--- src/hdl/lfa_pkg.sv ---
// lfa_pkg: shared constants, types and tables of the lattice fourier accumulator
// no dependencies; used by every other file of the block
package lfa_pkg;

   localparam int PHASE_BITS   = 16;
   localparam int SAMPLE_BITS  = 32;
   localparam int K_BITS       = 16;
   localparam int R_BITS       = 8;
   localparam int S_BITS       = 32;
   localparam int SAMPLE_USE   = (SAMPLE_BITS < S_BITS) ? SAMPLE_BITS : S_BITS;
   localparam int SUM_BITS     = 48;
   localparam int ACC_EXT_BITS = SUM_BITS + 1;
   localparam int DOT_BITS     = 16;
   localparam int DOT_WIDE     = 24;
   localparam int TURN_BITS    = 32;
   localparam int ANG_BITS     = 34;
   localparam int XY_BITS      = 34;
   localparam int PROD_BITS    = 64;
   localparam int TERM_BITS    = 34;
   localparam int FRAC_SHIFT   = 30;
   localparam int CORDIC_STEPS = 24;
   localparam int ITER_BITS    = $clog2(CORDIC_STEPS);
   localparam int QUEUE_DEPTH  = 4;
   localparam int QPTR_BITS    = $clog2(QUEUE_DEPTH);

   localparam logic signed [XY_BITS-1:0]   CORDIC_X0    = XY_BITS'(652032874);
   localparam logic signed [ANG_BITS-1:0]  QUARTER_TURN = ANG_BITS'(1) << 30;
   localparam logic signed [ANG_BITS-1:0]  HALF_TURN    = ANG_BITS'(1) << 31;
   localparam logic signed [PROD_BITS-1:0] ROUND_HALF   = PROD_BITS'(1) << (FRAC_SHIFT - 1);
   localparam logic signed [SUM_BITS-1:0]  ACC_MAX      = {1'b0, {(SUM_BITS-1){1'b1}}};
   localparam logic signed [SUM_BITS-1:0]  ACC_MIN      = {1'b1, {(SUM_BITS-1){1'b0}}};

   typedef struct packed {
      logic [PHASE_BITS-1:0]    phase;
      logic signed [S_BITS-1:0] sample_re;
      logic signed [S_BITS-1:0] sample_im;
      logic                     first_term;
      logic                     last_term;
   } lfa_item_type;

   typedef struct packed {
      logic full;
      logic empty;
   } lfa_qstat_type;

   typedef enum logic [1:0] {
      BK_IDLE,
      BK_ROTATE,
      BK_MULT,
      BK_ACC
   } lfa_back_state_type;

   // atan(2^-i) in units of 2^-32 turn
   function automatic logic signed [ANG_BITS-1:0] atan_turn(input logic [ITER_BITS-1:0] i);
      logic [TURN_BITS-1:0] v;
      case (i)
         5'd0:    v = 32'h20000000;
         5'd1:    v = 32'h12E4051E;
         5'd2:    v = 32'h09FB385B;
         5'd3:    v = 32'h051111D4;
         5'd4:    v = 32'h028B0D43;
         5'd5:    v = 32'h0145D7E1;
         5'd6:    v = 32'h00A2F61E;
         5'd7:    v = 32'h00517C55;
         5'd8:    v = 32'h0028BE53;
         5'd9:    v = 32'h00145F2F;
         5'd10:   v = 32'h000A2F98;
         5'd11:   v = 32'h000517CC;
         5'd12:   v = 32'h00028BE6;
         5'd13:   v = 32'h000145F3;
         5'd14:   v = 32'h0000A2FA;
         5'd15:   v = 32'h0000517D;
         5'd16:   v = 32'h000028BE;
         5'd17:   v = 32'h0000145F;
         5'd18:   v = 32'h00000A30;
         5'd19:   v = 32'h00000518;
         5'd20:   v = 32'h0000028C;
         5'd21:   v = 32'h00000146;
         5'd22:   v = 32'h000000A3;
         5'd23:   v = 32'h00000051;
         default: v = '0;
      endcase
      return $signed(ANG_BITS'(v));
   endfunction

   // keep the low sample bits, sign-extended
   function automatic logic signed [S_BITS-1:0] sample_take(input logic [S_BITS-1:0] v);
      logic [S_BITS-1:0] t;
      t = v << (S_BITS - SAMPLE_USE);
      return $signed(t) >>> (S_BITS - SAMPLE_USE);
   endfunction

endpackage

--- src/hdl/lfa_queue.sv ---
// lfa_queue: short first-in first-out queue between front and back
// depends on lfa_pkg
module lfa_queue (
   input  logic                   clock,
   input  logic                   reset,
   input  logic                   push,
   input  lfa_pkg::lfa_item_type  push_item,
   input  logic                   pop,
   output lfa_pkg::lfa_item_type  head_item,
   output lfa_pkg::lfa_qstat_type stat
);

   lfa_pkg::lfa_item_type           mem_ff [lfa_pkg::QUEUE_DEPTH];
   logic [lfa_pkg::QPTR_BITS-1:0]   wr_ff, wr_in;
   logic [lfa_pkg::QPTR_BITS-1:0]   rd_ff, rd_in;
   logic [lfa_pkg::QPTR_BITS:0]     count_ff, count_in;

   assign head_item  = mem_ff[rd_ff];
   assign stat.full  = (count_ff == (lfa_pkg::QPTR_BITS+1)'(lfa_pkg::QUEUE_DEPTH));
   assign stat.empty = (count_ff == '0);

   always_comb begin
      wr_in    = push ? wr_ff + 1'b1 : wr_ff;
      rd_in    = pop ? rd_ff + 1'b1 : rd_ff;
      count_in = count_ff;
      if (push && !pop) begin
         count_in = count_ff + 1'b1;
      end else if (pop && !push) begin
         count_in = count_ff - 1'b1;
      end
   end

   always_ff @(posedge clock) begin
      if (reset) begin
         wr_ff    <= '0;
         rd_ff    <= '0;
         count_ff <= '0;
      end else begin
         wr_ff    <= wr_in;
         rd_ff    <= rd_in;
         count_ff <= count_in;
      end
   end

   always_ff @(posedge clock) begin
      if (push) begin
         mem_ff[wr_ff] <= push_item;
      end
   end

endmodule

--- config.mk ---
export PLATFORM = sky130hd
export DESIGN_NAME = lfa_queue
export DESIGN_NICKNAME = d
export VERILOG_FILES = /design/src/hdl/lfa_pkg.sv /design/src/hdl/lfa_queue.sv
export SDC_FILE = /design/constraint.sdc
export NUM_CORES = 1
export LEC_CHECK = 0
export ABC_CLOCK_PERIOD_IN_PS = 3700
export BUFFER_PORTS_ARGS = -buffer_cell sky130_fd_sc_hd__buf_4
export CAP_MARGIN = 10
export CORE_UTILIZATION = 30
export CTS_CLUSTER_DIAMETER = 120
export DETAILED_ROUTE_END_ITERATION = 10
export GPL_ROUTABILITY_DRIVEN = 0
export PLACE_DENSITY_LB_ADDON = 0.2
export REMOVE_ABC_BUFFERS = 1
export SYNTH_ARGS = -nofsm -noshare
export SYNTH_HDL_FRONTEND = slang
export SYNTH_SLANG_ARGS = --single-unit
--- constraint.sdc ---
create_clock -name clock -period 3.7 [get_ports clock]
set_input_delay 0 -clock clock [delete_from_list [all_inputs] [get_ports clock]]
set_output_delay 0 -clock clock [all_outputs]
set_load 0.005 [all_outputs]
==> results.sh, run 1 <==
export IMPL_clockRootBuffer="clkbuf_16"
export IMPL_worst_ep_arrival_time_ns=2.60
export IMPL_crit_path_end_kind="primary output"
export IMPL_grtUsageTotal_pct=12.5
export IMPL_synth_most_common_cell="edfxtp_1"
export IMPL_reg2reg_from="wr_ff[0]"
export IMPL_rsz0062_at_grt="false"
export IMPL_synth_common_cells="edfxtp_1 (328), mux4_2 (81), dfxtp_1 (9)"
export IMPL_clk_pin_slew_ns=0.06
export IMPL_rows=73
export IMPL_start_util_pct=30.7
export IMPL_ctsLongestPathBuffers=3
export IMPL_die_x_um=205
export IMPL_final_design_area_no_fill_sq_um=16200
export IMPL_rrSetupSlack_ns=1.63
export IMPL_wl_met2_um=12700
export IMPL_grt_overflow_total=0
export IMPL_period_share_pct=70.4
export IMPL_peakVddDrop_v=0.000371
export IMPL_wl_met1_um=11100
export IMPL_p_leak_nw=5.47
export IMPL_min_path_type="primary input to flop"
export IMPL_numCtsBuffers=37
export IMPL_synth_area_sq_um=12300
export IMPL_outcome="finished, final reports clean"
export IMPL_vias=5880
export IMPL_synth_async_reset_ratio_pct=0
export IMPL_max_slew_worst_pin_slew_ns=0.938
export IMPL_die_h_um=205
export IMPL_synth_area_leader_cell="edfxtp_1"
export IMPL_wl_met3_um=1190
export IMPL_min_period_ns=2.60
export IMPL_synth_top_cells_by_area="edfxtp_1 (80%), mux4_2 (15%), dfxtp_1 (1.5%)"
export IMPL_coreArea_sq_um=40200
export IMPL_place_port_buffers=169
export IMPL_synthDistinctLibCells=22
export IMPL_fillCellCount=3602
export IMPL_ys_seq_elements=337
export IMPL_multi_input_area_sq_um=2090
export IMPL_insertion_delay_ns=0.54
export IMPL_cap_violations=0
export IMPL_routed_wl_um=25700
export IMPL_synth_top_area_share_pct=79.8
export IMPL_areaGrowthSynthToFinish_pct=31.3
export IMPL_drive_above_1_share_pct=40.5
export IMPL_io_pin_count=170
export IMPL_synth_edf_count=328
export IMPL_crit_type="flop to primary output"
export IMPL_final_antenna_net_count=0
export IMPL_regArea_sq_um=10000
export IMPL_required_ns=3.70
export IMPL_antenna_found_initial=2
export IMPL_wl_per_cell_um=19.6
export IMPL_p_per_area_nw_per_um2=545
export IMPL_dp_hpwl_um=14400
export IMPL_grt_max_degree=75
export IMPL_r2r_cells=4
export IMPL_reg2reg_to="mem_ff[2][36]"
export IMPL_syn_inst=472
export IMPL_whs_path_depth=2
export IMPL_vias_per_cell=4.50
export IMPL_finalSetupViolations=0
export IMPL_hold_viol=0
export IMPL_grt_pass1_wl_um=38700
export IMPL_dp_slack_ns=1.50
export IMPL_fmax_mhz=384
export IMPL_relSlewSlack_pct=37.4
export IMPL_first_pass_iters=4
export IMPL_htree_levels=2
export IMPL_ys_warn_count=0
export IMPL_dpl_cell_area_sq_um=14200
export IMPL_hp_start="push_item[53]"
export IMPL_final_setup_skew_ns=0.0149
export IMPL_finalNetCount=849
export IMPL_drv_slew=0
export IMPL_synth_flop_cell="edfxtp_1"
export IMPL_ys_seq_area_share_pct=81.2
export IMPL_die_area_sq_um=42000
export IMPL_worst_hold_path_endpoint="mem_ff[3][53]"
export IMPL_crit_fanout=30
export IMPL_drc_errors=0
export IMPL_grt_pass1_vias=6588
export IMPL_clock_sinks=337
export IMPL_power_mw=8.84
export IMPL_setup_ws_ns=1.10
export IMPL_cts_tree="done"
export IMPL_crit_path_start_kind="flop"
export IMPL_highest_layer="met5"
export IMPL_drt_iter0_drc=261
export IMPL_syn_avg_cell_area_sq_um=26.2
[critical path, cell delays in order (launching register included)]
cell     delay, ns
dfxtp_4       0.77
buf_4         0.53
mux4_2        0.58
buf_4         0.15
[final cells by class]
type                    count  area share (%)
diodes                      1          0.0154
clock buffers              45            6.16
clock inverters            19           0.919
repair buffers            265            13.9
inverters                   4          0.0926
flip-flops and latches    337            61.9
well taps                 525            4.05
multi-input cells         112            12.9
[sequential cells by signal, summed over array words and instances, names as in the netlist, named ones only]
name      count
mem_ff      328
rd_ff         2
wr_ff         2
count_ff      3
[per-layer routing]
metal  global-route usage (%)  up-vias
met3                     2.91       50
met5                        0        -
met4                     5.32        2
met2                     20.9      143
met1                     15.6     3089
li1                         -     2596
[repair_timing]
action	CTS	global route
hold buffers	87	0
setup buffers	0	0
hold endpoints to repair	361	0
endpoints found under the setup margin	0	0
resized for setup	0	0
[through the flow]
| stage | utilization (%) | hold WS (ns) | setup TNS [ns] | instances |
|---|---|---|---|---|
| 6_report | 40.3 | 0.199 | 0 | 1308 |
| 5_1_grt | 40.3 | 0.184 | 0 | 1308 |
| 4_1_cts | 40.3 | 0.152 | 0 | 1307 |
| 3_5_place_dp | 35.3 | 0.205 | 0 | 1156 |
| 3_3_place_gp | 35.3 | 0.200 | 0 | 1156 |
| 2_1_floorplan | - | 0.0691 | -32.52 | 453 |
[logic make-up after synthesis]
kind of cell / Yosys count / share of synthesized area [%]
XOR/XNOR: 5 / 0.355
adder cells (fa/ha/maj): 6 / 0.669
AO/OA/AOI/OAI: 2 / 0.0810
buffers and inverters: 23 / 1.90
multiplexers: 84 / 15.2
AND/OR/NAND/NOR: 15 / 0.598
flip-flops: 337 / 81.2
[cell usage in the layout, fill, tap and decap left out, types with 2 or more instances in the layout]
cell type,instances
inv_1,4
buf_12,4
clkbuf_16,39
dlygate4sd3_1,87
clkinv_1,6
and2_4,4
dfxtp_4,2
buf_4,174
clkinv_2,7
dfxtp_1,7
xor2_1,3
clkbuf_1,6
bufinv_16,2
clkinvlp_4,3
mux2i_1,2
edfxtp_1,328
mux4_2,81
nor2_1,7
ha_1,5
xnor2_1,2
[report_power, final]
group	switching [mW]	internal, mW	leakage [nW]
registers	0.0870	4.39	3.09
clock network	1.41	2.06	0.558
logic	0.377	0.521	1.82
total	1.88	6.96	5.47
[worst max-delay path by stage]
stage,slack (ns),endpoint,cells after the start
3_3_place_gp,1.56,head_item[39],3
5_1_grt,0.85,head_item[23],3
2_1_floorplan,-0.47,head_item[77],1
6_report,1.10,head_item[39],3
4_1_cts,0.96,head_item[29],3
3_5_place_dp,1.50,mem_ff[2][25],4
(Power assumes the default switching activity.)
==> run 2, diff against run 1 <==
- ABC_CLOCK_PERIOD_IN_PS: 3700 -> 2350
- clock period: 3.7 -> 2.35 ns (I/O delays scaled with it)
==> results.sh, run 2 (synthesis gave the netlist of run 1 again) <==
export IMPL_ctsLongestPathBuffers=3
export IMPL_worst_ep_arrival_time_ns=2.20
export IMPL_utilization_pct=40.7
export IMPL_grtUsageTotal_pct=12.4
export IMPL_required_ns=2.35
export IMPL_tns_ns=0
export IMPL_fmax_mhz=454
export IMPL_fillCellCount=3603
export IMPL_cts_tree="done"
export IMPL_htree_levels=2
export IMPL_first_pass_iters=5
export IMPL_outcome="finished, final reports clean"
export IMPL_finalSetupViolations=0
export IMPL_crit_fanout=28
export IMPL_max_slew_worst_pin_slew_ns=0.552
export IMPL_dp_slack_ns=0.630
export IMPL_crit_type="flop to primary output"
export IMPL_place_port_buffers=169
export IMPL_largest_reg_flops=328
export IMPL_drv_slew=0
export IMPL_crit_path_end_kind="primary output"
export IMPL_dpl_cell_area_sq_um=14300
export IMPL_drive_above_1_share_pct=40.7
export IMPL_clockRootBuffer="clkbuf_16"
export IMPL_drc_errors=0
export IMPL_reg_top3="mem_ff (328), count_ff (3)"
export IMPL_post_cts_buffers=0
export IMPL_peakVddDrop_v=0.000528
export IMPL_die_h_um=205
export IMPL_areaGrowthSynthToFinish_pct=32.6
export IMPL_clk_pin_slew_ns=0.06
export IMPL_multi_input_area_sq_um=2090
export IMPL_period_share_pct=93.8
export IMPL_p_leak_nw=5.52
export IMPL_vias=5869
export IMPL_start_util_pct=30.7
export IMPL_final_design_area_no_fill_sq_um=16400
export IMPL_r2r_cells=4
export IMPL_power_mw=14.2
export IMPL_min_path_type="primary input to flop"
export IMPL_drt_iter0_drc=244
export IMPL_grt_pass1_wl_um=38300
export IMPL_wl_per_cell_um=19.3
export IMPL_finalNetCount=852
export IMPL_cap_violations=0
export IMPL_final_antenna_net_count=0
export IMPL_largest_register="mem_ff"
export IMPL_antenna_found_initial=1
export IMPL_rsz0062_at_grt="false"
export IMPL_rrSetupSlack_ns=0.71
export IMPL_coreArea_sq_um=40200
export IMPL_regArea_sq_um=10000
export IMPL_die_x_um=205
export IMPL_relSlewSlack_pct=63.2
export IMPL_grt_max_degree=83
export IMPL_p_per_area_nw_per_um2=867
export IMPL_grt_overflow_total=0
export IMPL_insertion_delay_ns=0.54
export IMPL_io_pin_count=170
export IMPL_final_cell_mix="edfxtp_1 (328), buf_4 (169), dlygate4sd3_1 (86)"
export IMPL_reg2reg_to="mem_ff[0][70]"
export IMPL_hold_viol=0
export IMPL_numCtsBuffers=38
export IMPL_crit_path_start_kind="flop"
export IMPL_min_period_ns=2.20
export IMPL_vias_per_cell=4.48
export IMPL_dp_hpwl_um=15000
export IMPL_setup_worst_path_end="head_item[8]"
export IMPL_grt_pass1_vias=6473
export IMPL_final_setup_skew_ns=0.0180
export IMPL_routed_wl_um=25300
export IMPL_reg2reg_from="wr_ff[0]"
export IMPL_rows=73
export IMPL_layout_commonest_cell="edfxtp_1"
export IMPL_clock_sinks=337
export IMPL_setup_ws_ns=0.146
export IMPL_die_area_sq_um=42000
-- run 2: worst max-delay path, cell delays in order, from the launching register on --
cell and delay (ns):
dfxtp_4 0.59, buf_12 0.31, mux4_2 0.57, buf_4 0.16
-- run 2: metrics by stage --
stage	cells	hold slack, ns
2_1_floorplan	453	0.0691
3_3_place_gp	1159	0.198
3_5_place_dp	1159	0.203
4_1_cts	1309	0.157
5_1_grt	1310	0.167
6_report	1310	0.204
-- run 2: power breakdown --
| part | switching, mW | internal (mW) | total (mW) |
|---|---|---|---|
| logic | 0.652 | 0.848 | 1.50 |
| registers | 0.0845 | 6.90 | 6.99 |
| clock network | 2.24 | 3.46 | 5.70 |
| total | 2.98 | 11.2 | 14.2 |
-- run 2: worst min-delay path by stage --
stage / startpoint / endpoint / slack (ns) / depth (start not counted)
floorplan: reset / count_ff[2] / 0.07 / 1
global placement: push_item[3] / mem_ff[0][3] / 0.20 / 1
detailed placement: push_item[31] / mem_ff[2][31] / 0.20 / 1
CTS: push_item[6] / mem_ff[3][6] / 0.16 / 2
global route: push_item[77] / mem_ff[2][77] / 0.17 / 2
finish: push_item[6] / mem_ff[3][6] / 0.20 / 2
-- run 2: routing by layer --
layer  wire length [um]  up-vias  track usage (%)  share of wire [%]
li1                   -     2596                -                  -
met1              11100     3099             15.8                 44
met2              12300      141             20.1                 49
met3               1390       33             3.75                5.5
met4                475        0             4.02                1.9
met5                  0        -                0                  0
-- run 2: timing repair --
item,in CTS,in global routing
endpoints found under the setup margin,0,0
endpoints found under the hold margin,337,0
resized for setup,0,0
hold buffers,86,0
-- run 2: final cells by class --
type / instances / share of cell area, %
Tap cell: 525 / 4.01
Sequential cell: 337 / 61.3
Multi-Input combinational cell: 112 / 12.8
Inverter: 4 / 0.0917
Timing Repair Buffer: 267 / 14.5
Clock buffer: 47 / 6.15
Antenna cell: 1 / 0.0153
Clock inverter: 17 / 1.15
