**config.mk**
```make
export PLATFORM = sky130hd
export DESIGN_NAME = lfa_front_flat
export DESIGN_NICKNAME = d
export VERILOG_FILES = /design/src/hdl/lfa_pkg.sv /design/src/hdl/lfa_channels.sv /design/src/hdl/lfa_front.sv /design/src/flat_wrapper.sv
export SDC_FILE = /design/constraint.sdc
export NUM_CORES = 1
export LEC_CHECK = 0
export BUFFER_PORTS_ARGS = -buffer_cell sky130_fd_sc_hd__buf_2
export CAP_MARGIN = 25
export CELL_PAD_IN_SITES_DETAIL_PLACEMENT = 1
export CELL_PAD_IN_SITES_GLOBAL_PLACEMENT = 1
export CORE_MARGIN = 2
export CORE_UTILIZATION = 41
export DETAILED_ROUTE_END_ITERATION = 7
export GPL_TIMING_DRIVEN = 0
export PLACE_DENSITY_LB_ADDON = 0.1
export SKIP_LAST_GASP = 1
export SLEW_MARGIN = 40
export SYNTH_ARGS = -nofsm -noshare
export SYNTH_HDL_FRONTEND = slang
export SYNTH_SLANG_ARGS = --single-unit
```
**constraint.sdc**
```tcl
create_clock -name clock -period 4.01 [get_ports clock]
set_input_delay 0.401 -clock clock [delete_from_list [all_inputs] [get_ports clock]]
set_output_delay 0.401 -clock clock [all_outputs]
set_load 0.1 [all_outputs]
```
**src/hdl/lfa_pkg.sv**
```systemverilog
// lfa_pkg: shared constants, types and tables of the lattice fourier accumulator
// no dependencies; used by every other file of the block
package lfa_pkg;

   localparam int PHASE_BITS   = 16;
   localparam int SAMPLE_BITS  = 32;
   localparam int K_BITS       = 16;
   localparam int R_BITS       = 8;
   localparam int S_BITS       = 32;
   localparam int SAMPLE_USE   = (SAMPLE_BITS < S_BITS) ? SAMPLE_BITS : S_BITS;
   localparam int SUM_BITS     = 48;
   localparam int ACC_EXT_BITS = SUM_BITS + 1;
   localparam int DOT_BITS     = 16;
   localparam int DOT_WIDE     = 24;
   localparam int TURN_BITS    = 32;
   localparam int ANG_BITS     = 34;
   localparam int XY_BITS      = 34;
   localparam int PROD_BITS    = 64;
   localparam int TERM_BITS    = 34;
   localparam int FRAC_SHIFT   = 30;
   localparam int CORDIC_STEPS = 24;
   localparam int ITER_BITS    = $clog2(CORDIC_STEPS);
   localparam int QUEUE_DEPTH  = 4;
   localparam int QPTR_BITS    = $clog2(QUEUE_DEPTH);

   localparam logic signed [XY_BITS-1:0]   CORDIC_X0    = XY_BITS'(652032874);
   localparam logic signed [ANG_BITS-1:0]  QUARTER_TURN = ANG_BITS'(1) << 30;
   localparam logic signed [ANG_BITS-1:0]  HALF_TURN    = ANG_BITS'(1) << 31;
   localparam logic signed [PROD_BITS-1:0] ROUND_HALF   = PROD_BITS'(1) << (FRAC_SHIFT - 1);
   localparam logic signed [SUM_BITS-1:0]  ACC_MAX      = {1'b0, {(SUM_BITS-1){1'b1}}};
   localparam logic signed [SUM_BITS-1:0]  ACC_MIN      = {1'b1, {(SUM_BITS-1){1'b0}}};

   typedef struct packed {
      logic [PHASE_BITS-1:0]    phase;
      logic signed [S_BITS-1:0] sample_re;
      logic signed [S_BITS-1:0] sample_im;
      logic                     first_term;
      logic                     last_term;
   } lfa_item_type;

   typedef struct packed {
      logic full;
      logic empty;
   } lfa_qstat_type;

   typedef enum logic [1:0] {
      BK_IDLE,
      BK_ROTATE,
      BK_MULT,
      BK_ACC
   } lfa_back_state_type;

   // atan(2^-i) in units of 2^-32 turn
   function automatic logic signed [ANG_BITS-1:0] atan_turn(input logic [ITER_BITS-1:0] i);
      logic [TURN_BITS-1:0] v;
      case (i)
         5'd0:    v = 32'h20000000;
         5'd1:    v = 32'h12E4051E;
         5'd2:    v = 32'h09FB385B;
         5'd3:    v = 32'h051111D4;
         5'd4:    v = 32'h028B0D43;
         5'd5:    v = 32'h0145D7E1;
         5'd6:    v = 32'h00A2F61E;
         5'd7:    v = 32'h00517C55;
         5'd8:    v = 32'h0028BE53;
         5'd9:    v = 32'h00145F2F;
         5'd10:   v = 32'h000A2F98;
         5'd11:   v = 32'h000517CC;
         5'd12:   v = 32'h00028BE6;
         5'd13:   v = 32'h000145F3;
         5'd14:   v = 32'h0000A2FA;
         5'd15:   v = 32'h0000517D;
         5'd16:   v = 32'h000028BE;
         5'd17:   v = 32'h0000145F;
         5'd18:   v = 32'h00000A30;
         5'd19:   v = 32'h00000518;
         5'd20:   v = 32'h0000028C;
         5'd21:   v = 32'h00000146;
         5'd22:   v = 32'h000000A3;
         5'd23:   v = 32'h00000051;
         default: v = '0;
      endcase
      return $signed(ANG_BITS'(v));
   endfunction

   // keep the low sample bits, sign-extended
   function automatic logic signed [S_BITS-1:0] sample_take(input logic [S_BITS-1:0] v);
      logic [S_BITS-1:0] t;
      t = v << (S_BITS - SAMPLE_USE);
      return $signed(t) >>> (S_BITS - SAMPLE_USE);
   endfunction

endpackage

```
**src/hdl/lfa_channels.sv**
```systemverilog
// lfa_channels: request and response channel interfaces of the accumulator
// depends on lfa_pkg for field widths
interface lfa_req_if;
   logic                                  valid;
   logic                                  ready;
   logic [lfa_pkg::K_BITS-1:0]            k_turn_x;
   logic [lfa_pkg::K_BITS-1:0]            k_turn_y;
   logic [lfa_pkg::K_BITS-1:0]            k_turn_z;
   logic signed [lfa_pkg::R_BITS-1:0]     r_x;
   logic signed [lfa_pkg::R_BITS-1:0]     r_y;
   logic signed [lfa_pkg::R_BITS-1:0]     r_z;
   logic signed [lfa_pkg::S_BITS-1:0]     sample_re;
   logic signed [lfa_pkg::S_BITS-1:0]     sample_im;
   logic                                  first_term;
   logic                                  last_term;

   modport source (output valid, k_turn_x, k_turn_y, k_turn_z, r_x, r_y, r_z,
                   sample_re, sample_im, first_term, last_term, input ready);
   modport sink   (input valid, k_turn_x, k_turn_y, k_turn_z, r_x, r_y, r_z,
                   sample_re, sample_im, first_term, last_term, output ready);
endinterface


```
**src/hdl/lfa_front.sv**
```systemverilog
// lfa_front: takes requests, forms the phase k.r in turns and pushes work to the queue
// depends on lfa_pkg and lfa_channels
module lfa_front (
   input  logic                  clock,
   input  logic                  reset,
   lfa_req_if.sink               req_chan,
   input  lfa_pkg::lfa_qstat_type q_stat,
   output logic                  q_push,
   output lfa_pkg::lfa_item_type q_item
);

   logic                                 valid_ff, valid_in;
   logic [lfa_pkg::DOT_BITS-1:0]         px_ff, px_in;
   logic [lfa_pkg::DOT_BITS-1:0]         py_ff, py_in;
   logic [lfa_pkg::DOT_BITS-1:0]         pz_ff, pz_in;
   logic signed [lfa_pkg::S_BITS-1:0]    sre_ff, sre_in;
   logic signed [lfa_pkg::S_BITS-1:0]    sim_ff, sim_in;
   logic                                 first_ff, first_in;
   logic                                 last_ff, last_in;
   logic                                 take;
   logic [lfa_pkg::DOT_BITS-1:0]         dot;
   logic [lfa_pkg::DOT_WIDE-1:0]         dot_wide;

   assign req_chan.ready = !valid_ff || !q_stat.full;
   assign take           = req_chan.valid && req_chan.ready;
   assign q_push         = valid_ff && !q_stat.full;

   // products mod one turn
   always_comb begin
      px_in    = req_chan.k_turn_x * lfa_pkg::DOT_BITS'(req_chan.r_x);
      py_in    = req_chan.k_turn_y * lfa_pkg::DOT_BITS'(req_chan.r_y);
      pz_in    = req_chan.k_turn_z * lfa_pkg::DOT_BITS'(req_chan.r_z);
      sre_in   = lfa_pkg::sample_take(req_chan.sample_re);
      sim_in   = lfa_pkg::sample_take(req_chan.sample_im);
      first_in = req_chan.first_term;
      last_in  = req_chan.last_term;
      valid_in = take || (valid_ff && !q_push);
   end

   always_comb begin
      dot                = px_ff + py_ff + pz_ff;
      dot_wide           = {dot, {(lfa_pkg::DOT_WIDE-lfa_pkg::DOT_BITS){1'b0}}};
      q_item.phase       = dot_wide[lfa_pkg::DOT_WIDE-1 -: lfa_pkg::PHASE_BITS];
      q_item.sample_re   = sre_ff;
      q_item.sample_im   = sim_ff;
      q_item.first_term  = first_ff;
      q_item.last_term   = last_ff;
   end

   always_ff @(posedge clock) begin
      if (reset) begin
         valid_ff <= 1'b0;
      end else begin
         valid_ff <= valid_in;
      end
   end

   always_ff @(posedge clock) begin
      if (take) begin
         px_ff    <= px_in;
         py_ff    <= py_in;
         pz_ff    <= pz_in;
         sre_ff   <= sre_in;
         sim_ff   <= sim_in;
         first_ff <= first_in;
         last_ff  <= last_in;
      end
   end

endmodule

```
**src/flat_wrapper.sv**
```systemverilog
// flat-port wrapper written by rule: the top's interface ports become plain ports
module lfa_front_flat 
  (clock, reset, q_stat, q_push, q_item, req_chan_valid, req_chan_k_turn_x, req_chan_k_turn_y, req_chan_k_turn_z, req_chan_r_x, req_chan_r_y, req_chan_r_z, req_chan_sample_re, req_chan_sample_im, req_chan_first_term, req_chan_last_term, req_chan_ready);
  lfa_req_if req_chan_i ();
  input  logic clock;
  input  logic reset;
  input  lfa_pkg::lfa_qstat_type q_stat;
  output logic q_push;
  output lfa_pkg::lfa_item_type q_item;
  input wire logic [$bits(req_chan_i.valid)-1:0] req_chan_valid;
  input wire logic [$bits(req_chan_i.k_turn_x)-1:0] req_chan_k_turn_x;
  input wire logic [$bits(req_chan_i.k_turn_y)-1:0] req_chan_k_turn_y;
  input wire logic [$bits(req_chan_i.k_turn_z)-1:0] req_chan_k_turn_z;
  input wire logic [$bits(req_chan_i.r_x)-1:0] req_chan_r_x;
  input wire logic [$bits(req_chan_i.r_y)-1:0] req_chan_r_y;
  input wire logic [$bits(req_chan_i.r_z)-1:0] req_chan_r_z;
  input wire logic [$bits(req_chan_i.sample_re)-1:0] req_chan_sample_re;
  input wire logic [$bits(req_chan_i.sample_im)-1:0] req_chan_sample_im;
  input wire logic [$bits(req_chan_i.first_term)-1:0] req_chan_first_term;
  input wire logic [$bits(req_chan_i.last_term)-1:0] req_chan_last_term;
  output wire logic [$bits(req_chan_i.ready)-1:0] req_chan_ready;
  assign req_chan_i.valid = req_chan_valid;
  assign req_chan_i.k_turn_x = req_chan_k_turn_x;
  assign req_chan_i.k_turn_y = req_chan_k_turn_y;
  assign req_chan_i.k_turn_z = req_chan_k_turn_z;
  assign req_chan_i.r_x = req_chan_r_x;
  assign req_chan_i.r_y = req_chan_r_y;
  assign req_chan_i.r_z = req_chan_r_z;
  assign req_chan_i.sample_re = req_chan_sample_re;
  assign req_chan_i.sample_im = req_chan_sample_im;
  assign req_chan_i.first_term = req_chan_first_term;
  assign req_chan_i.last_term = req_chan_last_term;
  assign req_chan_ready = req_chan_i.ready;
  lfa_front u_core (.clock(clock), .reset(reset), .req_chan(req_chan_i), .q_stat(q_stat), .q_push(q_push), .q_item(q_item));
endmodule
```
==> report_table.html <==
<table>
<tr><th>Metric</th><th>Value</th></tr>
<tr><th colspan="2">Synth</th></tr>
<tr><td>Share of synthesized flip-flops with an asynchronous set or reset</td><td>0</td></tr>
<tr><td>Post-synthesis compound-gate area fraction</td><td>0.04660</td></tr>
<tr><td>Basic-gate share of the synthesized area counting and, or, nand and nor cells</td><td>0.1500</td></tr>
<tr><td>Area share of xor/xnor cells in the synthesized design</td><td>0.05395</td></tr>
<tr><td>Top FF cell, synth</td><td>edfxtp_1</td></tr>
<tr><td>Yosys Warn Count</td><td>0</td></tr>
<tr><td>Adder and majority cell fraction of the synthesized area</td><td>0.4041</td></tr>
<tr><td>Share of synthesized area spent on multiplexers</td><td>0.001488</td></tr>
<tr><td>Number of enable-type register cells in the synthesized netlist</td><td>114</td></tr>
<tr><td>Share of the synthesized area in the top cell type</td><td>0.2962</td></tr>
<tr><td>Largest cells by area after synthesis</td><td>fa_1 30%, edfxtp_1 25%, ha_1 11%</td></tr>
<tr><td>Post-synthesis instance area</td><td>0.01345 mm²</td></tr>
<tr><td>Post-synthesis average cell area</td><td>10.41 µm²</td></tr>
<tr><td>Dominant cell type by area after synthesis</td><td>fa_1</td></tr>
<tr><td>Most frequent cells after synthesis</td><td>287 x inv_1, 199 x fa_1, 192 x and2_1, 116 x ha_1, 114 x edfxtp_1</td></tr>
<tr><td>Cells after synthesis</td><td>1292</td></tr>
<tr><td>Most common cell in the netlist</td><td>inv_1</td></tr>
<tr><td>Distinct cell type count after synthesis</td><td>50</td></tr>
<tr><td>Flops &amp; latches, synth</td><td>115</td></tr>
<tr><td>Synthesized net count</td><td>1750</td></tr>
<tr><td>Share of synthesized area occupied by flip-flops and latches</td><td>0.2560</td></tr>
<tr><td>Combinational family with the most area after synthesis</td><td>adder cells</td></tr>
<tr><th colspan="2">Floorplan</th></tr>
<tr><td>Site row count</td><td>66</td></tr>
<tr><td>Die height</td><td>185.1 µm</td></tr>
<tr><td>Die X-Extent</td><td>185.1 µm</td></tr>
<tr><td>Core region area</td><td>0.03245 mm²</td></tr>
<tr><td>Initial standard-cell utilization of the core</td><td>0.4145</td></tr>
<tr><td>I/O Pins</td><td>227</td></tr>
<tr><td>Die outline area</td><td>0.03427 mm²</td></tr>
<tr><th colspan="2">Outcome</th></tr>
<tr><td>Run status</td><td>finished, violations left</td></tr>
<tr><td>Violations in the final reports</td><td>setup timing</td></tr>
<tr><th colspan="2">Cells and area</th></tr>
<tr><td>Number of nets in the layout</td><td>2020</td></tr>
<tr><td>Layout area overhead</td><td>24.86%</td></tr>
<tr><td>Number of fill cells in the layout</td><td>3622</td></tr>
<tr><td>Layout cell share with drive strength beyond 1</td><td>0.2622</td></tr>
<tr><td>Count of inserted antenna diode cells</td><td>0</td></tr>
<tr><th colspan="2">STA</th></tr>
<tr><td>Final worst path period share</td><td>1.006</td></tr>
<tr><td>Worst setup margin</td><td>-0.02522 ns</td></tr>
<tr><td>Worst-case clock skew</td><td>0.006349 ns</td></tr>
<tr><td>Sum of negative setup slack</td><td>-0.02522 ns</td></tr>
<tr><td>Final Hold Vio Count</td><td>0</td></tr>
<tr><td>Max_slew headroom</td><td>0.4178</td></tr>
<tr><td>Upper clock frequency limit</td><td>247.8 MHz</td></tr>
<tr><td>Measured slew at the worst slew-check pin</td><td>0.8654 ns</td></tr>
<tr><td>Clock period minus worst slack</td><td>4.035 ns</td></tr>
<tr><td>Setup repair after global routing missed its margin</td><td>true</td></tr>
<tr><td>Number of max-slew violations in the final report</td><td>0</td></tr>
<tr><td>Final hold slack</td><td>0.1464 ns</td></tr>
<tr><td>Count of endpoints failing setup in the final report</td><td>1</td></tr>
<tr><th colspan="2">Critical path</th></tr>
<tr><td>Worst setup path category</td><td>in -&gt; reg</td></tr>
<tr><td>Critical path arrival</td><td>4.19 ns</td></tr>
<tr><td>Nature of the critical path startpoint</td><td>input port</td></tr>
<tr><td>Crit path max fanout</td><td>5</td></tr>
<tr><td>Critical path capture point type</td><td>flip-flop</td></tr>
<tr><td>Crit path required time</td><td>4.17 ns</td></tr>
<tr><th colspan="2">Clock network</th></tr>
<tr><td>Clk slew on worst S/H paths</td><td>0.06 ns</td></tr>
<tr><td>TritonCTS sink count</td><td>115</td></tr>
<tr><td>Depth of the CTS H-tree</td><td>4</td></tr>
<tr><td>Clock Tree Root</td><td>clkbuf_16</td></tr>
<tr><td>TritonCTS Buffers</td><td>17</td></tr>
<tr><td>Clk_lat worst skew</td><td>0.41 ns</td></tr>
<tr><td>Number of buffers added to fix hold violations after cts</td><td>0</td></tr>
<tr><td>Maximum number of buffers from clock root to sink</td><td>2</td></tr>
<tr><td>TritonCTS clock tree</td><td>built</td></tr>
<tr><th colspan="2">GRT</th></tr>
<tr><td>Vias in the first global route</td><td>10454</td></tr>
<tr><td>Pin count of the biggest net entering global routing</td><td>35</td></tr>
<tr><td>Final global-route overflow total</td><td>0</td></tr>
<tr><td>Antenna violations before repair</td><td>0</td></tr>
<tr><td>Wire length of the first global-routing pass</td><td>53260 µm</td></tr>
<tr><td>Global-route usage over all layers</td><td>0.2000</td></tr>
<tr><th colspan="2">Placed design</th></tr>
<tr><td>Worst slack at placement</td><td>-0.7369 ns</td></tr>
<tr><td>Final weighted congestion in routability-driven placement</td><td>0.7882</td></tr>
<tr><td>Port buffer count</td><td>223</td></tr>
<tr><td>HPWL Detailed</td><td>27050 µm</td></tr>
<tr><th colspan="2">Route</th></tr>
<tr><td>Post-DR vias/cell</td><td>4.762</td></tr>
<tr><td>Total via count after detailed routing</td><td>9605</td></tr>
<tr><td>Drt first-iter violations</td><td>253</td></tr>
<tr><td>Post-DRT Antenna Nets</td><td>0</td></tr>
<tr><td>Overall routed net length</td><td>33100 µm</td></tr>
<tr><td>Mean routed wirelength per cell</td><td>16.41 µm</td></tr>
<tr><td>Initial DRT Pass Iterations</td><td>4</td></tr>
<tr><td>DR DRC count</td><td>0</td></tr>
<tr><th colspan="2">Flow run</th></tr>
<tr><td>Number of maximum-capacitance constraint violations</td><td>0</td></tr>
<tr><th colspan="2">Hold path</th></tr>
<tr><td>Hold WC Path Type</td><td>in -&gt; reg</td></tr>
</table>
==> area by class of cell <==
type / instances / area, µm² / share of cell area
clock inverter: 15 / 172.7 / 0.01028
sequential: 115 / 3443 / 0.2050
multi-input combinational: 866 / 9326 / 0.5553
inverter: 287 / 1085 / 0.06459
buffer: 19 / 234.0 / 0.01393
tap: 442 / 553.0 / 0.03293
timing repair buffer: 256 / 1556 / 0.09267
clock buffer: 17 / 425.4 / 0.02533
==> layout by cell type, fill, tap and decap left out, types with 8 or more instances in the layout <==
cell type  instances
a21o_1            12
nor2_1            31
and2_1           177
edfxtp_1         114
o21a_1             9
ha_4              19
ha_1              96
buf_4             35
nand2b_1          11
inv_1            273
buf_2            200
fa_1             190
xor2_1            12
buf_6             16
clkbuf_16         20
buf_8              8
nor3_1             8
a21oi_2            8
fa_2               9
inv_2             12
nor2b_1           10
xnor2_1           65
and2_4            15
nand2_1           89
a21oi_1           22
==> registers in the layout, summed over array words and instances (netlist names) <==
name	flops
u_core.first_ff	1
u_core.pz_ff	16
u_core.px_ff	16
u_core.sre_ff	32
u_core.last_ff	1
u_core.valid_ff	1
u_core.sim_ff	32
u_core.py_ff	16
==> logic make-up (layout without fill, tap and decap cells) <==
group           count (synthesis)  count (layout)
simple gates                  374             374
fa+ha+maj                     315             315
buf+inv                       311             594
flops                         115             115
compound gates                 93              93
xor+xnor                       82              82
mux                             2               2
==> worst paths after layout <==
check                              from                          to  slack (ns)  depth (start not counted)
max reg2reg  u_core.valid_ff$_SDFF_PP0_  u_core.pz_ff[10]$_DFFE_PP_        2.57                          3
min                               reset  u_core.valid_ff$_SDFF_PP0_        0.15                          2
min reg2reg  u_core.valid_ff$_SDFF_PP0_  u_core.valid_ff$_SDFF_PP0_        0.51                          2
max                     req_chan_r_x[2]  u_core.px_ff[15]$_DFFE_PP_       -0.03                         15
==> repair_timing <==
action / CTS / global route
gates cloned: 0 / 3
gates resized for setup: 21 / 122
setup buffers: 4 / 23
pin swaps: 12 / 42
setup endpoints to repair: 15 / 24
==> metrics by stage <==
step,instances,utilization,instance area [µm²]
after floorplan,1292,-,13800
after global placement,1957,0.4768,15470
after detailed placement,1960,0.4787,15530
after CTS,1993,0.5001,16230
after global routing,2017,0.5175,16800
final,2017,0.5175,16800
==> per-layer routing <==
metal	up-vias	global-route usage	routed length, µm
li1	4516	-	-
met1	4890	0.2506	13670
met2	172	0.3697	17900
met3	27	0.02458	1194
met4	0	0.04032	336
met5	-	0	0
==> critical path, cell delays in order <==
cell and delay [ns]:
buf_4 0.13, and2_4 0.16, fa_1 0.57, fa_2 0.47
fa_1 0.56, inv_2 0.04, fa_1 0.53, inv_2 0.06
ha_4 0.23, o21a_1 0.22, o21ai_2 0.18, nor2_2 0.07
a211oi_2 0.31, o21ai_1 0.14, xnor2_1 0.14
Power is left out: the tool's default activity adds up to more than one toggle a clock period on the data nets, which glitch-free logic cannot reach.
