[src/hdl/lfa_pkg.sv]
// lfa_pkg: shared constants, types and tables of the lattice fourier accumulator
// no dependencies; used by every other file of the block
package lfa_pkg;

   localparam int PHASE_BITS   = 16;
   localparam int SAMPLE_BITS  = 32;
   localparam int K_BITS       = 16;
   localparam int R_BITS       = 8;
   localparam int S_BITS       = 32;
   localparam int SAMPLE_USE   = (SAMPLE_BITS < S_BITS) ? SAMPLE_BITS : S_BITS;
   localparam int SUM_BITS     = 48;
   localparam int ACC_EXT_BITS = SUM_BITS + 1;
   localparam int DOT_BITS     = 16;
   localparam int DOT_WIDE     = 24;
   localparam int TURN_BITS    = 32;
   localparam int ANG_BITS     = 34;
   localparam int XY_BITS      = 34;
   localparam int PROD_BITS    = 64;
   localparam int TERM_BITS    = 34;
   localparam int FRAC_SHIFT   = 30;
   localparam int CORDIC_STEPS = 24;
   localparam int ITER_BITS    = $clog2(CORDIC_STEPS);
   localparam int QUEUE_DEPTH  = 4;
   localparam int QPTR_BITS    = $clog2(QUEUE_DEPTH);

   localparam logic signed [XY_BITS-1:0]   CORDIC_X0    = XY_BITS'(652032874);
   localparam logic signed [ANG_BITS-1:0]  QUARTER_TURN = ANG_BITS'(1) << 30;
   localparam logic signed [ANG_BITS-1:0]  HALF_TURN    = ANG_BITS'(1) << 31;
   localparam logic signed [PROD_BITS-1:0] ROUND_HALF   = PROD_BITS'(1) << (FRAC_SHIFT - 1);
   localparam logic signed [SUM_BITS-1:0]  ACC_MAX      = {1'b0, {(SUM_BITS-1){1'b1}}};
   localparam logic signed [SUM_BITS-1:0]  ACC_MIN      = {1'b1, {(SUM_BITS-1){1'b0}}};

   typedef struct packed {
      logic [PHASE_BITS-1:0]    phase;
      logic signed [S_BITS-1:0] sample_re;
      logic signed [S_BITS-1:0] sample_im;
      logic                     first_term;
      logic                     last_term;
   } lfa_item_type;

   typedef struct packed {
      logic full;
      logic empty;
   } lfa_qstat_type;

   typedef enum logic [1:0] {
      BK_IDLE,
      BK_ROTATE,
      BK_MULT,
      BK_ACC
   } lfa_back_state_type;

   // atan(2^-i) in units of 2^-32 turn
   function automatic logic signed [ANG_BITS-1:0] atan_turn(input logic [ITER_BITS-1:0] i);
      logic [TURN_BITS-1:0] v;
      case (i)
         5'd0:    v = 32'h20000000;
         5'd1:    v = 32'h12E4051E;
         5'd2:    v = 32'h09FB385B;
         5'd3:    v = 32'h051111D4;
         5'd4:    v = 32'h028B0D43;
         5'd5:    v = 32'h0145D7E1;
         5'd6:    v = 32'h00A2F61E;
         5'd7:    v = 32'h00517C55;
         5'd8:    v = 32'h0028BE53;
         5'd9:    v = 32'h00145F2F;
         5'd10:   v = 32'h000A2F98;
         5'd11:   v = 32'h000517CC;
         5'd12:   v = 32'h00028BE6;
         5'd13:   v = 32'h000145F3;
         5'd14:   v = 32'h0000A2FA;
         5'd15:   v = 32'h0000517D;
         5'd16:   v = 32'h000028BE;
         5'd17:   v = 32'h0000145F;
         5'd18:   v = 32'h00000A30;
         5'd19:   v = 32'h00000518;
         5'd20:   v = 32'h0000028C;
         5'd21:   v = 32'h00000146;
         5'd22:   v = 32'h000000A3;
         5'd23:   v = 32'h00000051;
         default: v = '0;
      endcase
      return $signed(ANG_BITS'(v));
   endfunction

   // keep the low sample bits, sign-extended
   function automatic logic signed [S_BITS-1:0] sample_take(input logic [S_BITS-1:0] v);
      logic [S_BITS-1:0] t;
      t = v << (S_BITS - SAMPLE_USE);
      return $signed(t) >>> (S_BITS - SAMPLE_USE);
   endfunction

endpackage

[src/hdl/lfa_channels.sv]


interface lfa_rsp_if;
   logic                                  valid;
   logic                                  ready;
   logic signed [lfa_pkg::SUM_BITS-1:0]   sum_re;
   logic signed [lfa_pkg::SUM_BITS-1:0]   sum_im;
   logic                                  saturated;

   modport source (output valid, sum_re, sum_im, saturated, input ready);
   modport sink   (input valid, sum_re, sum_im, saturated, output ready);
endinterface

[src/hdl/lfa_back.sv]
// lfa_back: iterative cordic phasor, shared complex multiplier and saturating accumulator
// depends on lfa_pkg and lfa_channels
module lfa_back (
   input  logic                   clock,
   input  logic                   reset,
   input  lfa_pkg::lfa_item_type  q_item,
   input  lfa_pkg::lfa_qstat_type q_stat,
   output logic                   q_pop,
   lfa_rsp_if.source              rsp_chan
);

   localparam logic [2:0] MUL_LAST = 3'd4;

   lfa_pkg::lfa_back_state_type           state_ff, state_in;
   logic [lfa_pkg::ITER_BITS-1:0]         iter_ff, iter_in;
   logic [2:0]                            mcnt_ff, mcnt_in;
   logic signed [lfa_pkg::XY_BITS-1:0]    x_ff, x_in, y_ff, y_in;
   logic signed [lfa_pkg::ANG_BITS-1:0]   z_ff, z_in;
   logic                                  neg_ff, neg_in;
   logic signed [lfa_pkg::S_BITS-1:0]     sre_ff, sre_in, sim_ff, sim_in;
   logic                                  first_ff, first_in, last_ff, last_in;
   logic signed [lfa_pkg::PROD_BITS-1:0]  prod_ff, prod_in;
   logic signed [lfa_pkg::PROD_BITS-1:0]  tre_ff, tre_in, tim_ff, tim_in;
   logic signed [lfa_pkg::SUM_BITS-1:0]   acc_re_ff, acc_re_in, acc_im_ff, acc_im_in;
   logic                                  sat_ff, sat_in;
   logic                                  rsp_valid_ff, rsp_valid_in;
   logic signed [lfa_pkg::SUM_BITS-1:0]   rsp_re_ff, rsp_re_in, rsp_im_ff, rsp_im_in;
   logic                                  rsp_sat_ff, rsp_sat_in;

   logic signed [lfa_pkg::TURN_BITS-1:0]  z_turn;
   logic signed [lfa_pkg::ANG_BITS-1:0]   z_ext;
   logic signed [lfa_pkg::XY_BITS-1:0]    x_sh, y_sh, x_nx, y_nx;
   logic signed [lfa_pkg::ANG_BITS-1:0]   z_nx;
   logic signed [lfa_pkg::S_BITS-1:0]     mult_a, mult_b;
   logic signed [lfa_pkg::PROD_BITS-1:0]  rnd_re, rnd_im, shr_re, shr_im;
   logic signed [lfa_pkg::TERM_BITS-1:0]  term_re, term_im;
   logic signed [lfa_pkg::SUM_BITS-1:0]   base_re, base_im;
   logic signed [lfa_pkg::ACC_EXT_BITS-1:0] ext_re, ext_im;
   logic                                  clip_re, clip_im, out_free;

   assign rsp_chan.valid     = rsp_valid_ff;
   assign rsp_chan.sum_re    = rsp_re_ff;
   assign rsp_chan.sum_im    = rsp_im_ff;
   assign rsp_chan.saturated = rsp_sat_ff;

   // phase as a signed angle in units of 2^-32 turn, folded into the right half plane on load
   always_comb begin
      z_turn = $signed({q_item.phase, {(lfa_pkg::TURN_BITS-lfa_pkg::PHASE_BITS){1'b0}}});
      z_ext  = lfa_pkg::ANG_BITS'(z_turn);
   end

   // one cordic step
   always_comb begin
      x_sh = x_ff >>> iter_ff;
      y_sh = y_ff >>> iter_ff;
      if (!z_ff[lfa_pkg::ANG_BITS-1]) begin
         x_nx = x_ff - y_sh;
         y_nx = y_ff + x_sh;
         z_nx = z_ff - lfa_pkg::atan_turn(iter_ff);
      end else begin
         x_nx = x_ff + y_sh;
         y_nx = y_ff - x_sh;
         z_nx = z_ff + lfa_pkg::atan_turn(iter_ff);
      end
   end

   // shared multiplier: re = s_re*c + s_im*s, im = s_im*c - s_re*s
   always_comb begin
      case (mcnt_ff[1:0])
         2'd0:    begin mult_a = sre_ff; mult_b = x_ff[lfa_pkg::S_BITS-1:0]; end
         2'd1:    begin mult_a = sim_ff; mult_b = y_ff[lfa_pkg::S_BITS-1:0]; end
         2'd2:    begin mult_a = sim_ff; mult_b = x_ff[lfa_pkg::S_BITS-1:0]; end
         default: begin mult_a = sre_ff; mult_b = y_ff[lfa_pkg::S_BITS-1:0]; end
      endcase
      prod_in = mult_a * mult_b;
   end

   // rounding and saturating add
   always_comb begin
      rnd_re  = tre_ff + lfa_pkg::ROUND_HALF;
      rnd_im  = tim_ff + lfa_pkg::ROUND_HALF;
      shr_re  = rnd_re >>> lfa_pkg::FRAC_SHIFT;
      shr_im  = rnd_im >>> lfa_pkg::FRAC_SHIFT;
      term_re = shr_re[lfa_pkg::TERM_BITS-1:0];
      term_im = shr_im[lfa_pkg::TERM_BITS-1:0];
      base_re = first_ff ? '0 : acc_re_ff;
      base_im = first_ff ? '0 : acc_im_ff;
      ext_re  = lfa_pkg::ACC_EXT_BITS'(base_re) + lfa_pkg::ACC_EXT_BITS'(term_re);
      ext_im  = lfa_pkg::ACC_EXT_BITS'(base_im) + lfa_pkg::ACC_EXT_BITS'(term_im);
      clip_re = ext_re[lfa_pkg::ACC_EXT_BITS-1] != ext_re[lfa_pkg::SUM_BITS-1];
      clip_im = ext_im[lfa_pkg::ACC_EXT_BITS-1] != ext_im[lfa_pkg::SUM_BITS-1];
   end

   assign out_free = !rsp_valid_ff || rsp_chan.ready;

   always_comb begin
      state_in     = state_ff;
      iter_in      = iter_ff;
      mcnt_in      = mcnt_ff;
      x_in         = x_ff;
      y_in         = y_ff;
      z_in         = z_ff;
      neg_in       = neg_ff;
      sre_in       = sre_ff;
      sim_in       = sim_ff;
      first_in     = first_ff;
      last_in      = last_ff;
      tre_in       = tre_ff;
      tim_in       = tim_ff;
      acc_re_in    = acc_re_ff;
      acc_im_in    = acc_im_ff;
      sat_in       = sat_ff;
      rsp_valid_in = rsp_valid_ff && !rsp_chan.ready;
      rsp_re_in    = rsp_re_ff;
      rsp_im_in    = rsp_im_ff;
      rsp_sat_in   = rsp_sat_ff;
      q_pop        = 1'b0;
      case (state_ff)
         lfa_pkg::BK_IDLE: begin
            if (!q_stat.empty) begin
               q_pop    = 1'b1;
               sre_in   = q_item.sample_re;
               sim_in   = q_item.sample_im;
               first_in = q_item.first_term;
               last_in  = q_item.last_term;
               x_in     = lfa_pkg::CORDIC_X0;
               y_in     = '0;
               iter_in  = '0;
               if (z_ext > lfa_pkg::QUARTER_TURN) begin
                  z_in   = z_ext - lfa_pkg::HALF_TURN;
                  neg_in = 1'b1;
               end else if (z_ext < -lfa_pkg::QUARTER_TURN) begin
                  z_in   = z_ext + lfa_pkg::HALF_TURN;
                  neg_in = 1'b1;
               end else begin
                  z_in   = z_ext;
                  neg_in = 1'b0;
               end
               state_in = lfa_pkg::BK_ROTATE;
            end
         end
         lfa_pkg::BK_ROTATE: begin
            x_in    = x_nx;
            y_in    = y_nx;
            z_in    = z_nx;
            iter_in = iter_ff + 1'b1;
            if (iter_ff == lfa_pkg::ITER_BITS'(lfa_pkg::CORDIC_STEPS - 1)) begin
               if (neg_ff) begin
                  x_in = -x_nx;
                  y_in = -y_nx;
               end
               mcnt_in  = '0;
               state_in = lfa_pkg::BK_MULT;
            end
         end
         lfa_pkg::BK_MULT: begin
            mcnt_in = mcnt_ff + 1'b1;
            case (mcnt_ff)
               3'd1:    tre_in = prod_ff;
               3'd2:    tre_in = tre_ff + prod_ff;
               3'd3:    tim_in = prod_ff;
               3'd4:    tim_in = tim_ff - prod_ff;
               default: ;
            endcase
            if (mcnt_ff == MUL_LAST) begin
               state_in = lfa_pkg::BK_ACC;
            end
         end
         lfa_pkg::BK_ACC: begin
            if (out_free || !last_ff) begin
               acc_re_in = clip_re ? (ext_re[lfa_pkg::ACC_EXT_BITS-1] ? lfa_pkg::ACC_MIN
                                                                      : lfa_pkg::ACC_MAX)
                                   : ext_re[lfa_pkg::SUM_BITS-1:0];
               acc_im_in = clip_im ? (ext_im[lfa_pkg::ACC_EXT_BITS-1] ? lfa_pkg::ACC_MIN
                                                                      : lfa_pkg::ACC_MAX)
                                   : ext_im[lfa_pkg::SUM_BITS-1:0];
               sat_in    = (sat_ff && !first_ff) || clip_re || clip_im;
               if (last_ff) begin
                  rsp_valid_in = 1'b1;
                  rsp_re_in    = acc_re_in;
                  rsp_im_in    = acc_im_in;
                  rsp_sat_in   = sat_in;
               end
               state_in = lfa_pkg::BK_IDLE;
            end
         end
         default: state_in = lfa_pkg::BK_IDLE;
      endcase
   end

   always_ff @(posedge clock) begin
      if (reset) begin
         state_ff     <= lfa_pkg::BK_IDLE;
         rsp_valid_ff <= 1'b0;
         acc_re_ff    <= '0;
         acc_im_ff    <= '0;
         sat_ff       <= 1'b0;
      end else begin
         state_ff     <= state_in;
         rsp_valid_ff <= rsp_valid_in;
         acc_re_ff    <= acc_re_in;
         acc_im_ff    <= acc_im_in;
         sat_ff       <= sat_in;
      end
   end

   always_ff @(posedge clock) begin
      iter_ff    <= iter_in;
      mcnt_ff    <= mcnt_in;
      x_ff       <= x_in;
      y_ff       <= y_in;
      z_ff       <= z_in;
      neg_ff     <= neg_in;
      sre_ff     <= sre_in;
      sim_ff     <= sim_in;
      first_ff   <= first_in;
      last_ff    <= last_in;
      prod_ff    <= prod_in;
      tre_ff     <= tre_in;
      tim_ff     <= tim_in;
      rsp_re_ff  <= rsp_re_in;
      rsp_im_ff  <= rsp_im_in;
      rsp_sat_ff <= rsp_sat_in;
   end

endmodule

[src/flat_wrapper.sv]
// flat-port wrapper written by rule: the top's interface ports become plain ports
module lfa_back_flat 
  (clock, reset, q_item, q_stat, q_pop, rsp_chan_valid, rsp_chan_sum_re, rsp_chan_sum_im, rsp_chan_saturated, rsp_chan_ready);
  lfa_rsp_if rsp_chan_i ();
  input  logic clock;
  input  logic reset;
  input  lfa_pkg::lfa_item_type q_item;
  input  lfa_pkg::lfa_qstat_type q_stat;
  output logic q_pop;
  output wire logic [$bits(rsp_chan_i.valid)-1:0] rsp_chan_valid;
  output wire logic [$bits(rsp_chan_i.sum_re)-1:0] rsp_chan_sum_re;
  output wire logic [$bits(rsp_chan_i.sum_im)-1:0] rsp_chan_sum_im;
  output wire logic [$bits(rsp_chan_i.saturated)-1:0] rsp_chan_saturated;
  input wire logic [$bits(rsp_chan_i.ready)-1:0] rsp_chan_ready;
  assign rsp_chan_valid = rsp_chan_i.valid;
  assign rsp_chan_sum_re = rsp_chan_i.sum_re;
  assign rsp_chan_sum_im = rsp_chan_i.sum_im;
  assign rsp_chan_saturated = rsp_chan_i.saturated;
  assign rsp_chan_i.ready = rsp_chan_ready;
  lfa_back u_core (.clock(clock), .reset(reset), .q_item(q_item), .q_stat(q_stat), .q_pop(q_pop), .rsp_chan(rsp_chan_i));
endmodule
[config.mk]
export PLATFORM = sky130hd
export DESIGN_NAME = lfa_back_flat
export DESIGN_NICKNAME = d
export VERILOG_FILES = /design/src/hdl/lfa_pkg.sv /design/src/hdl/lfa_channels.sv /design/src/hdl/lfa_back.sv /design/src/flat_wrapper.sv
export SDC_FILE = /design/constraint.sdc
export NUM_CORES = 2
export LEC_CHECK = 0
export BUFFER_PORTS_ARGS = -buffer_cell sky130_fd_sc_hd__buf_2
export CAP_MARGIN = 10
export CORE_AREA = 2 2 294 587
export CTS_CLUSTER_SIZE = 40
export DETAILED_ROUTE_END_ITERATION = 12
export DIE_AREA = 0 0 296 589
export GPL_TIMING_DRIVEN = 1
export PLACE_DENSITY_LB_ADDON = 0.1
export SYNTH_ARGS = -nofsm -noshare
export SYNTH_HDL_FRONTEND = slang
export SYNTH_SLANG_ARGS = --single-unit
[constraint.sdc]
create_clock -name clock -period 11.8 [get_ports clock]
set_input_delay 2.36 -clock clock [delete_from_list [all_inputs] [get_ports clock]]
set_output_delay 2.36 -clock clock [all_outputs]
set_load 0.05 [all_outputs]
==> flow_metrics.tcl <==
set metrics [dict create \
    die_width_um 296 \
    crit_path_max_incr_delay_ns 0.84 \
    critical_path_class "reg2reg" \
    cts_setup_buffers 0 \
    cp_top_family "adder cells" \
    core_area_um2 169800 \
    wire_per_inst_um 27.28 \
    antenna_found_initial 13 \
    cts_sinks 596 \
    rrSetupSlack_ns 0.68 \
    r2r-end "u_core.prod_ff[62]" \
    grt_usage_pct 37.18 \
    drt-initial-drc-count 4550 \
    wl_um 322300 \
    fmax_ghz 0.08993 \
    tightestPinTransition_ns 1.328 \
    period_share_pct 94.23 \
    min-delay-start "u_core.acc_im_ff[1]" \
    synth.area.top_cells "fa_1, edfxtp_1, ha_1" \
    clk_pin_slew_ns 0.06 \
    worst_hold_slack_ns 0.4453 \
    synth_top_area_share_pct 25.79 \
    insertion_delay_ns 0.71 \
    syn_nets 11163 \
    r2r_start "u_core.mcnt_ff[0]" \
    start_kind "flip-flop" \
    grt_pass1_wl_um 472400 \
    slew_headroom_pct 10.54 \
    ys_seq_area_share_pct 18.87 \
    cts_root_buf "clkbuf_16" \
    grt_max_degree 105 \
    numCtsBuffers 66 \
    async_reset_ff_share_pct 0 \
    rsz0062_at_grt "false" \
    cpMostUsedCell "fa_1" \
    dr_total_vias 71768 \
    syn-cell-area_um2 84530 \
    max-clock-path-buffers 3 \
    maxCapViolCount 0 \
    dpl-instance-area_um2 88550 \
    hold_viol 0 \
    yosys_warnings 0 \
    dp_hpwl_um 256600 \
    fin_area_um2 91050 \
    postRouteAntennaNets 0 \
    ctsResizeCount 0 \
    clock_skew_ns 0.04475 \
    slew_viol_final 0 \
    crit_required_ns 12.37 \
    min_path_type "reg2reg" \
    synth_seq_cells 596 \
    r2r_cells 31 \
    fin_setup_tns_ns 0 \
    numPortBuffers 184 \
    grt_pass1_vias 76601 \
    gp_congestion 1.025 \
    rows 214 \
    start_util_pct 49.80 \
    drc_errors 0 \
    critPathArrivalTime_ns 11.69 \
    whs_path_depth 2 \
    avgSynthCellArea_um2 8.937 \
    overflow 0 \
    crit_buf_inv 6 \
    first_pass_iters 6 \
    area_growth_pct 7.707 \
    setup_viol 0 \
    viasPerCell 6.074 \
    die_h_um 589 \
    crit_path_top_delay_cell "mux2i_4" \
    synth_top_area_cell "fa_1" \
    die_area_um2 174300 \
    crit_path_end_kind "flip-flop" \
    synth-main-ff-cell "edfxtp_1" \
    pin_count 186 \
    tritoncts "done" \
    fin_crit_ns 11.12 \
    synth_edf_count 402 \
    path_max_fanout 11 \
    syn_inst 9459 \
    drive_gt1_share_pct 8.287 \
    utilization_pct 53.63 \
    cts-htree-levels 3 \
    status "complete, no violations" \
    min_to "u_core.acc_im_ff[1]" \
    postCtsHoldBufs 0 \
    yosysUniqueCellTypes 110 \
    final_nets 11183 \
]
layout by cell type, fill, tap and decap left out, drive strengths merged, types with 110 or more instances in the layout:
cell	n
nand3	143
and2	110
nand2	1055
mux2i	113
nor2	1015
inv	1152
a21oi	479
mux2	115
buf	361
nor2b	159
dfxtp	194
xor2	217
ha	528
o21ai	456
edfxtp	402
a21o	252
fa	1089
xnor2	332
Yosys cell counts (41+ instances only):
cell type  number
o21ai_0       451
o21a_1         66
nor2_1       1014
clkbuf_1      349
nand2_1      1055
dfxtp_1       194
mux2i_1       109
nor2b_1       159
mux2_2        114
mux4_2         54
nor3_1         97
and2_1        110
ha_1          528
a211oi_1       51
o31ai_1        41
nand3_1       143
or3_1          43
and3_1         81
inv_1        1138
a31oi_1        71
o21bai_1       68
edfxtp_1      402
xor2_1        217
nand4_1        53
a21oi_1       479
xnor2_1       331
nand2b_1       78
a21o_1        252
fa_1         1089
cell families after synthesis:
kind of cell               Yosys count  synth area share [%]
adders and majority gates         1638                 33.85
AOI/OAI and AO/OA                 1855                 14.13
and+or+nand+nor                   2976                 15.79
muxes                              292                 4.648
xor gates and xnor gates           549                 5.697
buffers and inverters             1553                 7.007
DFF                                596                 18.87
flip-flops by register name, summed over array words and instances (netlist names), 48 cells and up, named ones only:
| name | flops |
|---|---|
| u_core.tim_ff | 64 |
| u_core.prod_ff | 64 |
| u_core.rsp_chan.sum_re | 48 |
| u_core.acc_re_ff | 48 |
| u_core.acc_im_ff | 48 |
| u_core.rsp_chan.sum_im | 48 |
| u_core.tre_ff | 64 |
per-stage QoR:
| step | cells | setup WS [ns] |
|---|---|---|
| global placement | 11678 | 1.038 |
| finish | 11816 | 0.6807 |
| detailed placement | 11679 | 0.8977 |
| floorplan | 9459 | 2.344 |
| CTS | 11801 | 0.8924 |
| global route | 11811 | 0.4910 |
worst reg2reg max path: cells and delay by family (launching register included):
| family | cells | cell delay, ns |
|---|---|---|
| buffers and inverters | 6 | 1.34 |
| AO/OA/AOI/OAI | 8 | 2.69 |
| flip-flops | 1 | 0.41 |
| adder cells (fa/ha/maj) | 10 | 4.53 |
| AND/OR/NAND/NOR | 6 | 1.19 |
| multiplexers | 1 | 0.85 |
area by class of cell:
| type | count | area [µm²] |
|---|---|---|
| antenna | 15 | 37.54 |
| clock buffer | 84 | 1928 |
| tap | 2268 | 2838 |
| inverter | 1144 | 4297 |
| sequential | 596 | 15960 |
| multi-input combinational | 7310 | 63170 |
| clock inverter | 38 | 531.8 |
| timing repair buffer | 361 | 2291 |
| fill | 16036 | 78710 |
worst max-delay path by stage:
stage | from | endpoint | slack (ns) | depth (start not counted)
final | u_core.mcnt_ff[0] | u_core.prod_ff[62] | 0.68 | 31
after global routing | u_core.mcnt_ff[0] | u_core.prod_ff[62] | 0.49 | 29
after CTS | u_core.mcnt_ff[0] | u_core.prod_ff[62] | 0.89 | 29
after detailed placement | u_core.mcnt_ff[0] | u_core.prod_ff[62] | 0.90 | 29
after global placement | u_core.mcnt_ff[0] | u_core.prod_ff[62] | 1.04 | 29
after floorplan | u_core.mcnt_ff[0] | u_core.prod_ff[62] | 2.34 | 30
layer usage:
metal	vias to the layer above	routed length, µm	GRT usage (%)
met4	6	43280	39.97
met1	35478	94480	32.23
met2	2956	166300	67.70
met3	1583	18190	6.725
met5	-	33	0
li1	31745	-	-
Power is left out: the tool's default activity adds up to more than one toggle a clock period on the data nets, which glitch-free logic cannot reach.
